==> config.mk <==
export PLATFORM = sky130hd
export DESIGN_NAME = cube_map_texel_select_core
export DESIGN_NICKNAME = d
export VERILOG_FILES = /design/src/rtl/ctms_pkg.sv /design/src/rtl/ctms_select.sv /design/src/rtl/ctms_scale.sv /design/src/rtl/ctms_div.sv /design/src/rtl/cube_map_texel_select_core.sv
export VERILOG_INCLUDE_DIRS = /design/src /design/src/rtl
export SDC_FILE = /design/constraint.sdc
export NUM_CORES = 2
export LEC_CHECK = 0
export ABC_CLOCK_PERIOD_IN_PS = 9440
export BUFFER_PORTS_ARGS = -buffer_cell sky130_fd_sc_hd__clkbuf_2
export CAP_MARGIN = 20
export CORE_MARGIN = 2
export CORE_UTILIZATION = 40
export DETAILED_ROUTE_END_ITERATION = 8
export SETUP_SLACK_MARGIN = 0.2
export SKIP_CTS_REPAIR_TIMING = 1
export SYNTH_ARGS = -nofsm -noshare
export SYNTH_HDL_FRONTEND = slang
export SYNTH_SLANG_ARGS = --single-unit
export TNS_END_PERCENT = 30
==> constraint.sdc <==
create_clock -name clk -period 9.44 [get_ports clk]
set_input_delay 1.416 -clock clk [delete_from_list [all_inputs] [get_ports clk]]
set_output_delay 1.416 -clock clk [all_outputs]
set_load 0.05 [all_outputs]
==> src/rtl/cube_map_texel_select_core_assert.svh <==
// Assertion macros shared by the cube-map texel select RTL.
// Depends on nothing; define ASSERT_OFF to compile the checks out.
`ifndef CUBE_MAP_TEXEL_SELECT_CORE_ASSERT_SVH
`define CUBE_MAP_TEXEL_SELECT_CORE_ASSERT_SVH
`ifndef ASSERT_OFF
`define ASSERT_IMPLIES(label, clock, resetn, pre, post) \
  label: assert property (@(posedge clock) disable iff (!resetn) (pre) |-> (post)) \
    else $error("assertion failed: implication does not hold");
`define ASSERT_NEVER(label, clock, resetn, cond) \
  label: assert property (@(posedge clock) disable iff (!resetn) !(cond)) \
    else $error("assertion failed: forbidden condition seen");
`else
`define ASSERT_IMPLIES(label, clock, resetn, pre, post)
`define ASSERT_NEVER(label, clock, resetn, cond)
`endif
`endif

==> src/rtl/ctms_pkg.sv <==
// Types, widths and constants for the cube-map texel select pipeline.
// Depends on nothing; used by every module of the block.
package ctms_pkg;

  localparam int MAX_FACE_SIZE = 4096;
  localparam int QW = $clog2(MAX_FACE_SIZE);
  localparam int DIR_W = 16;
  localparam int MAG_W = DIR_W;
  localparam int SUM_W = DIR_W + 1;
  localparam int DEN_W = MAG_W + 1;
  localparam int NUM_W = SUM_W + QW - 1 + 1;
  localparam int CFG_W = 13;
  localparam int TEX_W = 12;

  localparam logic [CFG_W-1:0] FACE_SIZE_MIN = CFG_W'(4);
  localparam logic [CFG_W-1:0] FACE_SIZE_MAX = CFG_W'(MAX_FACE_SIZE);
  localparam logic [CFG_W-1:0] FACE_SIZE_RESET = CFG_W'(256);

  typedef enum logic [2:0] {
    FACE_PX,
    FACE_NX,
    FACE_PY,
    FACE_NY,
    FACE_PZ,
    FACE_NZ
  } face_t;

  typedef struct packed {
    logic signed [DIR_W-1:0] dir_x;
    logic signed [DIR_W-1:0] dir_y;
    logic signed [DIR_W-1:0] dir_z;
  } in_req_t;

  typedef struct packed {
    face_t            face;
    logic [TEX_W-1:0] texel_col;
    logic [TEX_W-1:0] texel_row;
  } out_res_t;

  typedef struct packed {
    face_t            face;
    logic [SUM_W-1:0] sum_u;
    logic [SUM_W-1:0] sum_v;
    logic [MAG_W-1:0] mag;
  } sel_t;

  typedef struct packed {
    face_t            face;
    logic [NUM_W-1:0] num_u;
    logic [NUM_W-1:0] num_v;
    logic [DEN_W-1:0] den;
  } div_in_t;

  typedef struct packed {
    face_t            face;
    logic [NUM_W-1:0] rem_u;
    logic [NUM_W-1:0] rem_v;
    logic [DEN_W-1:0] den;
    logic [QW-1:0]    q_u;
    logic [QW-1:0]    q_v;
  } div_stage_t;

endpackage

==> src/rtl/ctms_select.sv <==
// Stage 1: major axis and face pick, offset numerators n+m and magnitude m.
// Depends on ctms_pkg and cube_map_texel_select_core_assert.svh.
`include "cube_map_texel_select_core_assert.svh"
module ctms_select (
  input  logic              clk,
  input  logic              rst_n,
  input  logic              in_vld,
  input  ctms_pkg::in_req_t in_req,
  output logic              sel_vld,
  output ctms_pkg::sel_t    sel
);
  import ctms_pkg::*;

  logic [DIR_W-1:0] x_u, y_u, z_u;
  logic [MAG_W-1:0] ax, ay, az;
  logic signed [SUM_W:0] x_e, y_e, z_e, nu, nv, su, sv;
  logic              sel_vld_r;
  sel_t              sel_r, sel_nxt;
  logic [DEN_W-1:0]  twice_mag;

  assign x_u = in_req.dir_x;
  assign y_u = in_req.dir_y;
  assign z_u = in_req.dir_z;
  assign ax = x_u[DIR_W-1] ? (~x_u + MAG_W'(1)) : x_u;
  assign ay = y_u[DIR_W-1] ? (~y_u + MAG_W'(1)) : y_u;
  assign az = z_u[DIR_W-1] ? (~z_u + MAG_W'(1)) : z_u;
  assign x_e = (SUM_W+1)'(in_req.dir_x);
  assign y_e = (SUM_W+1)'(in_req.dir_y);
  assign z_e = (SUM_W+1)'(in_req.dir_z);

  always_comb begin
    sel_nxt = '0;
    nu = '0;
    nv = '0;
    if (ax >= ay && ax >= az) begin
      sel_nxt.mag = ax;
      if (!x_u[DIR_W-1]) begin
        sel_nxt.face = FACE_PX;
        nu = -z_e;
        nv = y_e;
      end else begin
        sel_nxt.face = FACE_NX;
        nu = z_e;
        nv = y_e;
      end
    end else if (ay >= az) begin
      sel_nxt.mag = ay;
      if (!y_u[DIR_W-1]) begin
        sel_nxt.face = FACE_PY;
        nu = x_e;
        nv = -z_e;
      end else begin
        sel_nxt.face = FACE_NY;
        nu = x_e;
        nv = z_e;
      end
    end else begin
      sel_nxt.mag = az;
      if (!z_u[DIR_W-1]) begin
        sel_nxt.face = FACE_PZ;
        nu = x_e;
        nv = y_e;
      end else begin
        sel_nxt.face = FACE_NZ;
        nu = -x_e;
        nv = y_e;
      end
    end
    if (sel_nxt.mag == '0) begin
      sel_nxt.face = FACE_PX;
      sel_nxt.mag = MAG_W'(1);
      nu = '0;
      nv = '0;
    end
    su = nu + (SUM_W+1)'(sel_nxt.mag);
    sv = nv + (SUM_W+1)'(sel_nxt.mag);
    sel_nxt.sum_u = su[SUM_W-1:0];
    sel_nxt.sum_v = sv[SUM_W-1:0];
  end

  always_ff @(posedge clk) begin
    if (!rst_n) begin
      sel_vld_r <= 1'b0;
    end else begin
      sel_vld_r <= in_vld;
    end
  end

  always_ff @(posedge clk) begin
    sel_r <= sel_nxt;
  end

  assign sel_vld = sel_vld_r;
  assign sel = sel_r;
  assign twice_mag = {sel_r.mag, 1'b0};

  `ASSERT_NEVER(a_mag_nonzero, clk, rst_n, sel_vld_r && sel_r.mag == '0)
  `ASSERT_IMPLIES(a_sum_u_range, clk, rst_n, sel_vld_r, sel_r.sum_u <= twice_mag)
  `ASSERT_IMPLIES(a_sum_v_range, clk, rst_n, sel_vld_r, sel_r.sum_v <= twice_mag)

endmodule

==> src/rtl/ctms_scale.sv <==
// Stage 2: numerators (n+m)*(S-1)+m and divisor 2m for both texel axes.
// Depends on ctms_pkg.
module ctms_scale (
  input  logic                          clk,
  input  logic                          rst_n,
  input  logic [ctms_pkg::CFG_W-1:0]    face_size,
  input  logic                          sel_vld,
  input  ctms_pkg::sel_t                sel,
  output logic                          scl_vld,
  output ctms_pkg::div_in_t             scl
);
  import ctms_pkg::*;

  logic [CFG_W-1:0]     eff;
  logic [QW-1:0]        sm1;
  logic [NUM_W:0]       prod_u, prod_v;
  logic                 scl_vld_r;
  div_in_t              scl_r, scl_nxt;

  assign eff = (face_size < FACE_SIZE_MIN) ? FACE_SIZE_MIN :
               (face_size > FACE_SIZE_MAX) ? FACE_SIZE_MAX : face_size;
  assign sm1 = QW'(eff - CFG_W'(1));
  assign prod_u = (NUM_W+1)'(sel.sum_u) * (NUM_W+1)'(sm1);
  assign prod_v = (NUM_W+1)'(sel.sum_v) * (NUM_W+1)'(sm1);

  always_comb begin
    scl_nxt.face = sel.face;
    scl_nxt.num_u = prod_u[NUM_W-1:0] + NUM_W'(sel.mag);
    scl_nxt.num_v = prod_v[NUM_W-1:0] + NUM_W'(sel.mag);
    scl_nxt.den = {sel.mag, 1'b0};
  end

  always_ff @(posedge clk) begin
    if (!rst_n) begin
      scl_vld_r <= 1'b0;
    end else begin
      scl_vld_r <= sel_vld;
    end
  end

  always_ff @(posedge clk) begin
    scl_r <= scl_nxt;
  end

  assign scl_vld = scl_vld_r;
  assign scl = scl_r;

endmodule

==> src/rtl/ctms_div.sv <==
// Stages 3 on: restoring divider, one quotient bit per stage, two lanes.
// Depends on ctms_pkg and cube_map_texel_select_core_assert.svh.
`include "cube_map_texel_select_core_assert.svh"
module ctms_div (
  input  logic                  clk,
  input  logic                  rst_n,
  input  logic                  div_vld,
  input  ctms_pkg::div_in_t     div_in,
  output logic                  res_vld,
  output ctms_pkg::div_stage_t  res
);
  import ctms_pkg::*;

  logic       stg_vld_r [QW];
  div_stage_t stg_r     [QW];
  logic [NUM_W:0] in_bound;

  for (genvar k = 0; k < QW; k++) begin : g_stage
    localparam int BIT = QW - 1 - k;
    logic            cur_vld;
    div_stage_t      cur, stg_nxt;
    logic [NUM_W-1:0] trial;

    if (k == 0) begin : g_first
      assign cur_vld = div_vld;
      assign cur = '{face: div_in.face, rem_u: div_in.num_u, rem_v: div_in.num_v,
                     den: div_in.den, q_u: '0, q_v: '0};
    end else begin : g_next
      assign cur_vld = stg_vld_r[k-1];
      assign cur = stg_r[k-1];
    end

    assign trial = NUM_W'(cur.den) << BIT;

    always_comb begin
      stg_nxt = cur;
      if (cur.rem_u >= trial) begin
        stg_nxt.rem_u = cur.rem_u - trial;
        stg_nxt.q_u[BIT] = 1'b1;
      end
      if (cur.rem_v >= trial) begin
        stg_nxt.rem_v = cur.rem_v - trial;
        stg_nxt.q_v[BIT] = 1'b1;
      end
    end

    always_ff @(posedge clk) begin
      if (!rst_n) begin
        stg_vld_r[k] <= 1'b0;
      end else begin
        stg_vld_r[k] <= cur_vld;
      end
    end

    always_ff @(posedge clk) begin
      stg_r[k] <= stg_nxt;
    end
  end

  assign res_vld = stg_vld_r[QW-1];
  assign res = stg_r[QW-1];
  assign in_bound = (NUM_W+1)'(div_in.den) << QW;

  `ASSERT_IMPLIES(a_in_bound, clk, rst_n, div_vld, (NUM_W+1)'(div_in.num_u) < in_bound)
  `ASSERT_IMPLIES(a_rem_u, clk, rst_n, res_vld, res.rem_u < NUM_W'(res.den))
  `ASSERT_IMPLIES(a_rem_v, clk, rst_n, res_vld, res.rem_v < NUM_W'(res.den))

endmodule

==> src/rtl/cube_map_texel_select_core.sv <==
// Cube-map face and texel select: top level with face size register.
// Depends on ctms_pkg, ctms_select, ctms_scale and ctms_div.
//
// Usage:
//   Request channel: drive in_req (dir_x, dir_y, dir_z, signed Q1.15) and
//   raise start; the request is taken at any rising edge with start high,
//   since busy is always low. One request may enter every cycle.
//   Result channel: out_strobe is high for one cycle with out_res holding
//   face, texel_col and texel_row. Results leave in request order, one per
//   request, after face select, numerator scaling (a 17x12 multiply per
//   axis) and a pipelined restoring divider that resolves one quotient bit
//   per stage.
//   Throughput is one request per cycle.
//   The receiver cannot stall; every result must be taken when strobed.
//   Configuration: cfg_we with cfg_wdata writes face_size; write it only
//   while no request is in flight.
//   Reset (rst_n low, synchronous) empties the pipeline and sets face_size
//   to 256. No result is strobed until requests arrive after reset.
module cube_map_texel_select_core (
  input  logic                        clk,
  input  logic                        rst_n,
  input  logic                        start,
  output logic                        busy,
  input  ctms_pkg::in_req_t           in_req,
  output logic                        out_strobe,
  output ctms_pkg::out_res_t          out_res,
  input  logic                        cfg_we,
  input  logic [ctms_pkg::CFG_W-1:0]  cfg_wdata
);
  import ctms_pkg::*;

  logic [CFG_W-1:0] face_size_r;
  logic             in_vld;
  logic             sel_vld, scl_vld, res_vld;
  sel_t             sel;
  div_in_t          scl;
  div_stage_t       res;

  assign busy = 1'b0;
  assign in_vld = start && !busy;

  always_ff @(posedge clk) begin
    if (!rst_n) begin
      face_size_r <= FACE_SIZE_RESET;
    end else if (cfg_we) begin
      face_size_r <= cfg_wdata;
    end
  end

  ctms_select u_select (
    .clk     (clk),
    .rst_n   (rst_n),
    .in_vld  (in_vld),
    .in_req  (in_req),
    .sel_vld (sel_vld),
    .sel     (sel)
  );

  ctms_scale u_scale (
    .clk       (clk),
    .rst_n     (rst_n),
    .face_size (face_size_r),
    .sel_vld   (sel_vld),
    .sel       (sel),
    .scl_vld   (scl_vld),
    .scl       (scl)
  );

  ctms_div u_div (
    .clk     (clk),
    .rst_n   (rst_n),
    .div_vld (scl_vld),
    .div_in  (scl),
    .res_vld (res_vld),
    .res     (res)
  );

  assign out_strobe = res_vld;
  assign out_res.face = res.face;
  assign out_res.texel_col = TEX_W'(res.q_u);
  assign out_res.texel_row = TEX_W'(res.q_v);

endmodule
==> run_results.csv <==
group,metric,value,unit
sta,max_slew_margin,32.19,%
detailed_routing,post_drt_wl_per_cell,18.97,um
synth,synth-edff-count,0,
cts,cts_tree,"done",
synth,synth.top_cell.area_share,34.46,%
sta,finalHoldViolations,0,
synth,synth.yosys.warnings,0,
sta,finalMaxSlewViolations,0,
sta,fin_skew,0.05701,ns
synth,asyncSetResetFlopFracSynth,0,%
cells_and_area,layout.core_utilization,45.12,%
worst_setup_path,max_stage_delay,0.57,ns
sta,rsz0062_at_grt,"false",
cells_and_area,postLayoutCellArea,0.07553,mm2
detailed_routing,drt_first_pass_iters,6,
synth,synthesis.nets,8379,
global_routing,grt_first_pass_wirelength,290600,um
synth,post_synth_most_frequent_cells,"1163 x sky130_fd_sc_hd__dfxtp_1, 819 x sky130_fd_sc_hd__inv_1, 621 x sky130_fd_sc_hd__nand2_1",
worst_setup_path,cpMaxStageDelayCell,"sky130_fd_sc_hd__a221oi_1",
place,gp_congestion,0.9429,
die,floorplan.initialDensity,40.36,%
place,dpl.hpwl,151100,um
sta,timing.final.ws_setup,1.158,ns
synth,synthCells,7340,
die,rows,150,
synth,synth_area_per_cell,9.204,um2
worst_setup_path,timing.critical_path.max_delay_family,"compound AO/OA/AOI/OAI gates",
global_routing,largest_net_degree_at_the_start_of_global_routing,37,
die,die_width,415.0,um
die,die_area,0.1722,mm2
sta,final_period_minus_worst_setup_slack,8.282,ns
cells_and_area,nFillCells,16060,
sta,final_cycle_share,87.73,%
place,numPortBuffers,92,
detailed_routing,met2_length,93740,um
worst_setup_path,worst-path-max-fanout,20,
synth,synth_flop_cell,"sky130_fd_sc_hd__dfxtp_1",
cells_and_area,layout-drive-gt1-share,8.006,%
global_routing,groute.usage.overall,21.31,%
sta,maxClockFrequency,120.7,MHz
cts,cts.htree.levels,4,
cts,clock_tree_buffer_depth,3,
synth,seq_area_frac_synth,34.46,%
worst_setup_path,required_time_of_the_critical_path,10.17,ns
worst_setup_path,crit-reg2reg-capture,"u_scale.scl[74]",
cts,worst_setup_hold_path_clk_slew,0.07,ns
die,coreArea,0.1674,mm2
detailed_routing,avgViaCountPerCell,5.261,
worst_setup_path,worst_r2r_path_depth,27,
cells_and_area,multi_input_comb_area,0.04060,mm2
cts,num_cts_buffers,134,
die,ioPinCount,94,
sta,tightestPinTransition,1.017,ns
detailed_routing,drt_wl_total,185200,um
worst_setup_path,crit_startpoint,"face_size_r[4]",
detailed_routing,drt_drc_violations_left,0,
detailed_routing,drt.antenna.violating_nets,0,
synth,netlist_area,0.06756,mm2
global_routing,grt_antenna_before_repair,1,
cells_and_area,area_growth,11.79,%
sta,finalSetupViolCount,0,
cts,worst_skew_pair.late_latency,0.81,ns
cells_and_area,seqCellArea,0.02328,mm2
synth,ys_types,91,
cts,cts_root_buffer,"sky130_fd_sc_hd__clkbuf_16",
synth,yosys-top-cells-area,"sky130_fd_sc_hd__dfxtp_1 34%, sky130_fd_sc_hd__ha_1 11%, sky130_fd_sc_hd__fa_1 10%",
detailed_routing,top_sig_layer,"met4",
worst_setup_path,crit_end,"u_scale.scl[74]",
worst_setup_path,critical_path.reg2reg.startpoint,"face_size_r[4]",
detailed_routing,dr_total_vias,51360,
worst_setup_path,timing.critical_path.from_type,"register",
worst_setup_path,timing_worst_setup_path_type,"reg2reg",
outcome,run_status,"complete, no violations",
synth,postSynthRegisterBits,1163,
worst_setup_path,cp-end-kind,"register",
detailed_routing,met3WireLength,6404,um
worst_setup_path,path_common_cell,"sky130_fd_sc_hd__fa_1",
detailed_routing,dr.first_iter.drc_count,3117,
synth,synthDominantAreaCellType,"sky130_fd_sc_hd__dfxtp_1",
detailed_routing,detail_route.wirelength.met1,77240,um
global_routing,overflow,0,
worst_setup_path,timing.reg2reg.setup_slack,1.16,ns
place,preCtsSetupSlack,0.5524,ns
worst_hold_path,hold_path.class,"reg2reg",
flow_run,maxCapViolCount,0,
worst_setup_path,worst-endpoint-arrival,9.01,ns
cells_and_area,nets,8489,
place,place_area,0.07060,mm2
cts,numClockSinks,1163,
worst_setup_path,critical_path_cell_count,27,
sta,setup_tns,0,ns
die,chipHeight,415.0,um
synth,synth_most_common_cell,"sky130_fd_sc_hd__dfxtp_1",
global_routing,first_global_vias,51800,
worst_setup_path,critical_path.n_buffers_inverters,4,
## sequential cells by signal (all words and copies together), names as in the netlist
name              flops
face_size_r          13
u_div.stg_r        1006
u_select.sel         53
u_select.sel_vld      1
u_div.stg_vld_r      12
u_scale.scl          77
u_scale.scl_vld       1
## cells by family (layout without fill, tap and decap cells)
| family | Yosys count | after routing | share of synthesized area [%] |
|---|---|---|---|
| and+or+nand+nor | 2162 | 2162 | 15.85 |
| muxes | 168 | 168 | 2.704 |
| xor gates and xnor gates | 490 | 490 | 6.363 |
| AOI/OAI and AO/OA | 1381 | 1381 | 13.02 |
| buffers and inverters | 1001 | 1218 | 5.624 |
| other | 1 | 3 | 0.005551 |
| adders and majority gates | 974 | 974 | 21.97 |
| DFF | 1163 | 1163 | 34.46 |
## layout make-up
type / instances / share of cell area [%]
diodes: 2 / 0.006626
inverters: 822 / 4.085
repair buffers: 153 / 1.269
clock inverters: 79 / 1.599
flip-flops and latches: 1163 / 30.83
multi-input cells: 5176 / 53.75
well taps: 2204 / 3.651
clock buffers: 164 / 4.814
## through the flow
step	cells	hold WS, ns
2_1_floorplan	7340	0.3096
3_3_place_gp	9511	0.3098
3_5_place_dp	9512	0.3121
4_1_cts	9755	0.3027
5_1_grt	9761	0.3144
6_report	9763	0.3015
## worst reg2reg max path, delay by kind of cell, from the launching register on
kind	cells	cell delay, ns
xor gates and xnor gates	1	0.13
and+or+nand+nor	5	1.45
AOI/OAI and AO/OA	11	2.99
buffers and inverters	4	0.65
adders and majority gates	6	2.70
DFF	1	0.36
## routing by layer
metal / track usage, % / up-vias
met5: 0 / -
met4: 8.759 / 0
met3: 2.750 / 360
met2: 38.97 / 1141
met1: 24.94 / 24690
li1: - / 25170
## cells in the final DEF (no fill, tap or decap), types with 112 or more instances in the layout
master / instances
sky130_fd_sc_hd__nor2_1: 496
sky130_fd_sc_hd__inv_1: 819
sky130_fd_sc_hd__mux2_2: 116
sky130_fd_sc_hd__o21ai_0: 324
sky130_fd_sc_hd__ha_1: 620
sky130_fd_sc_hd__fa_1: 354
sky130_fd_sc_hd__a21o_1: 112
sky130_fd_sc_hd__nor3_1: 165
sky130_fd_sc_hd__and2_1: 161
sky130_fd_sc_hd__a21oi_1: 417
sky130_fd_sc_hd__dfxtp_1: 1163
sky130_fd_sc_hd__xnor2_1: 256
sky130_fd_sc_hd__xor2_1: 230
sky130_fd_sc_hd__nand2_1: 621
sky130_fd_sc_hd__clkbuf_16: 134
## how the worst min path moves through the flow
stage / from / end / slack [ns] / cells after the start
after floorplan: u_scale.scl[76] / u_div.stg_r[0][100] / 0.31 / 0
after global placement: u_div.stg_r[2][217] / u_div.stg_r[2][319] / 0.31 / 0
after detailed placement: u_div.stg_r[0][303] / u_div.stg_r[0][405] / 0.31 / 0
after CTS: u_div.stg_r[0][340] / u_div.stg_r[1][34] / 0.30 / 0
after global routing: u_div.stg_r[0][340] / u_div.stg_r[1][34] / 0.31 / 0
final: u_div.stg_r[0][340] / u_div.stg_r[1][34] / 0.30 / 0
Power is left out: the tool's default activity adds up to more than one toggle a clock period on the data nets, which glitch-free logic cannot reach.
